===== src/hw/rtl/rv64se_ram.sv =====
// Generic single-write, single-read RAM with registered read data.
module rv64se_ram #(
    parameter int WIDTH = 64,
    parameter int DEPTH = 32
) (
    input  logic                     i_clk,
    input  logic                     i_we,
    input  logic [$clog2(DEPTH)-1:0] i_waddr,
    input  logic [WIDTH-1:0]         i_wdata,
    input  logic [$clog2(DEPTH)-1:0] i_raddr,
    output logic [WIDTH-1:0]         o_rdata
);

    logic [WIDTH-1:0] r_mem [DEPTH];
    logic [WIDTH-1:0] r_rdata;

    always_ff @(posedge i_clk) begin
        if (i_we) begin
            r_mem[i_waddr] <= i_wdata;
        end
        r_rdata <= r_mem[i_raddr];
    end

    assign o_rdata = r_rdata;

endmodule


===== config.mk =====
export PLATFORM = sky130hd
export DESIGN_NAME = rv64se_ram
export DESIGN_NICKNAME = d
export VERILOG_FILES = /design/src/hw/rtl/rv64se_ram.sv
export SDC_FILE = /design/constraint.sdc
export NUM_CORES = 2
export LEC_CHECK = 0
export ABC_AREA = 0
export BUFFER_PORTS_ARGS = -buffer_cell sky130_fd_sc_hd__buf_2
export CAP_MARGIN = 0
export CORE_ASPECT_RATIO = 0.75
export CORE_MARGIN = 1.5
export CORE_UTILIZATION = 35
export DETAILED_ROUTE_END_ITERATION = 16
export PLACE_DENSITY = 0.55
export SYNTH_ARGS = -nofsm -noshare
export SYNTH_HDL_FRONTEND = slang
export SYNTH_SLANG_ARGS = --single-unit

===== constraint.sdc =====
create_clock -name i_clk -period 4.6 [get_ports i_clk]
set_input_delay 0.46 -clock i_clk [delete_from_list [all_inputs] [get_ports i_clk]]
set_output_delay 0.46 -clock i_clk [all_outputs]
set_load 0.01 [all_outputs]

======== Word-level counts from Yosys, hierarchy flattened ========
Memories as Yosys holds them, arrays and structs flattened. A register that Yosys moved wholly into a read port is not among the register bits.
Cells that the tools add are included.
storage, ports and cells
  register bits after elaboration ......... 0
  bits in writable memories ............... 2,048
  bits of input ports ..................... 76
  memories kept ........................... 1
cells by class
  mux-type cells .......................... 2
memories
  memory  depth  bits a word  rd ports  clocked after Yosys merged registers in  wr ports  line  text
  r_mem   32     64           1         1                                        1         14    logic [WIDTH-1:0] r_mem [DEPTH];
operator list
  cell               count
  two-way mux 1 bit  2

======== Logic depth before layout (Yosys ltp) ========
  depth after elaboration ................. 2
  depth in mapped cells ................... 9
  gate-level depth less buffers ........... 4

======== Worst setup path before layout ========
Ideal clock, no wire load.
  path kind ............................... input to register
  start ................................... in i_waddr[1]
  end ..................................... mem r_mem[12][0] (enable)
  library setup time ...................... 0.486 ns
  arrival time ............................ 3.796 ns
  required time ........................... 4.114 ns
  path slack .............................. 0.318 ns
  stages .................................. 3
  buffers on the path ..................... 1
  cells stage by stage .................... or3b_2 > clkbuf_1 > nor2_1
RTL lines
  element             line  text
  start: declaration  8     input logic [$clog2(DEPTH)-1:0] i_waddr,
  end: declaration    14
No word-level cell before the write port.

======== Final worst setup path ========
  start ................................... in i_waddr[1]
  end ..................................... mem r_mem[21][1] (enable)
No word-level cell before the write port.

==> impl_results.md <==
* CTS tree: yes
* Final net count at 3473
* Post-route worst setup slack at 2.38 ns
* Vias/cell at 5.42
* Leak at 27.9 nW
* Post-synth top flop: edfxtp_1
* Drt drc at 0
* CTS sink cnt at 2112
* GP Congestion at 0.695
* Final WL at 203 mm
* CP Capture Type: register
* Non-filler cells, final at 6526
* Cell Rows at 150
* Ys Warns at 0
* Sum Neg Setup Slack at 0 ns
* Initial Utilization at 35.3%
* Setup crit end: r_mem[21][1]$_DFFE_PP_
* WL/cell at 31.2 um
* Cts repair resizes at 0
* Status: completed
* Slew @ Worst Pin at 1.12 ns
* Final Hold Slack at 0.113 ns
* Iter 0 DRT Violations at 3946
* EDFF count, synth at 2048
* Max transition margin at 25.1%
* Max clock buf depth at 4
* Critical path class: primary input to register
* Pre-CTS WS at 1.54 ns
* Post-CTS Hold Buffers at 0
* CP Launch Type: primary input
* MaxCap Viol Count at 0
* Fin area at 90800 um^2
* Post-DRT Antenna Nets at 0
* Initial antenna violation count at 28
* Syn_area_per_cell at 25.5 um^2
* Area of the core at 224000 um^2
* Max-slew violation count at 0
* Die H at 414 um
* Fraction of registers with async set or reset after synthesis at 0%
* Area after DPL at 84500 um^2
* Gr usage total at 17.7%
* Number of detailed-route iterations in the first pass at 7
* Distinct cell type count after synthesis at 31
* Worst min-delay path class: primary input to register
* Final setup vio count at 0
* Reg2Reg Depth at 3
* Crit-path max FO at 17
* PnR Total Power at 39.5 mW
* Peak supply drop at 0.267 mV
* Syn Nets at 3173
* H-tree depth at 4
* Via Count at 35300
* Final Skew at 0.0547 ns
* Core Util, Final at 40.6%
* Reg-to-Reg End: o_rdata[18]$_DFF_P_
* R2R setup slack at 2.80 ns
* Max Freq at 450 MHz
* Post-CTS setup buffer count at 0
* Port bufs at 139
* Fin. Hold Viols at 0
* Synth Instances at 3097
* Num CTS Buffers at 202
* Cell Area, Synth at 79000 um^2
* # IOs at 140
* Die ar. at 229000 um^2
* Number of global-route vias before repair at 35700
* Seq/Total Area, Yosys at 79.5%
* Area grow syn2layout at 15.0%
* Worst reg2reg path startpoint: r_mem[29][18]$_DFFE_PP_
* Register bit total from synthesis at 2112
* Req. time, crit path at 5.10 ns
* Share of cells above drive strength 1 at 34.7%
* Reg clk slew, reported paths at 0.06 ns
* Die Span X at 551 um
* Final period utilization at 48.3%
* Clk root buf: clkbuf_16
* GRT overflow at 0
* Tmin final at 2.22 ns
* DP HPWL at 95.6 mm
* P per Cell Area at 435 nW/um^2
* First-pass GRT wire length at 284 mm
* Largest net degree at the start of global routing at 65
* CP Data Arrival Time at 2.72 ns
* Placed instance count at 6157
* Clock latency at the later pin of the worst-skew pair at 0.84 ns
* RSZ-0062 raised after global routing: no
* Crit path from: i_waddr[1]
[cells in the mapped netlist (4+ instances only)]
cell type	count	area [um^2]
clkbuf_1	55	206
buf_2	65	325
buf_1	19	71.3
nor2_1	41	154
nand3b_1	5	37.5
mux4_2	602	13600
nor2b_1	4	25.0
o21ai_0	9	45.0
o22ai_1	10	62.6
mux2i_1	38	380
mux2_2	74	833
dfxtp_1	64	1280
a221oi_1	12	105
edfxtp_1	2048	61500
buf_4	14	105
[routing by layer]
| metal | global-route usage [%] | vias up | part of all wire, % |
|---|---|---|---|
| met1 | 25.5 | 19700 | 44 |
| met4 | 3.94 | 14 | 2.0 |
| met5 | 0 | - | 0.048 |
| li1 | - | 14100 | - |
| met2 | 28.3 | 1255 | 49 |
| met3 | 2.73 | 285 | 5.7 |
[cell type report]
cell class                      instances  area, um^2
Clock buffer                          289        5610
Sequential cell                      2112       62800
Tap cell                             2964        3710
Fill cell                           19200      133000
Antenna cell                            3        7.51
Clock inverter                         77         697
Multi-Input combinational cell        828       15700
Timing Repair Buffer                  252        2290
Inverter                                1        3.75
[kinds of logic after synthesis]
family                 count (synthesis)  share of synthesized area [%]
buffers and inverters                157                          0.944
multiplexers                         714                           18.7
AO/OA/AOI/OAI                         50                          0.466
AND/OR/NAND/NOR                       64                          0.379
flip-flops                          2112                           79.5
[flip-flops by register name, summed over array words and instances, names as in the netlist]
name,cells
r_mem,2048
o_rdata,64
[worst min path at each step]
stage                             from  slack (ns)  depth (start not counted)                 endpoint
6_report                   i_wdata[28]        0.11                          1   r_mem[6][28]$_DFFE_PP_
3_3_place_gp    r_mem[4][34]$_DFFE_PP_        0.76                          3      o_rdata[34]$_DFF_P_
2_1_floorplan               i_wdata[0]        0.56                          0    r_mem[0][0]$_DFFE_PP_
3_5_place_dp   r_mem[20][25]$_DFFE_PP_        0.78                          4      o_rdata[25]$_DFF_P_
5_1_grt                    i_wdata[27]         0.1                          1   r_mem[4][27]$_DFFE_PP_
4_1_cts                    i_wdata[28]        0.04                          1  r_mem[21][28]$_DFFE_PP_
[report_power, final]
group / switching (mW) / internal [mW] / total [mW] / leakage (nW)
clock network: 6.99 / 9.14 / 16.1 / 3.07
registers: 0.118 / 21.4 / 21.5 / 19.0
logic: 1.05 / 0.820 / 1.87 / 5.84
[placed cells by master, fill, tap and decap left out, drive strengths merged, types with 4 or more instances in the layout]
master / count
edfxtp: 2048
mux4: 602
clkbuf: 290
buf: 251
mux2: 74
dfxtp: 64
clkinv: 55
nor2: 41
mux2i: 38
a221oi: 12
bufinv: 12
o22ai: 10
o21ai: 9
inv: 6
nand3b: 5
clkinvlp: 5
nor2b: 4
and2: 4
[worst max-delay path: stages]
cell	delay (ns)
buf_2	0.11
nand3b_1	0.68
nor2_4	1.12
buf_12	0.30
No activity file was read; power rests on OpenSTA's default activity.
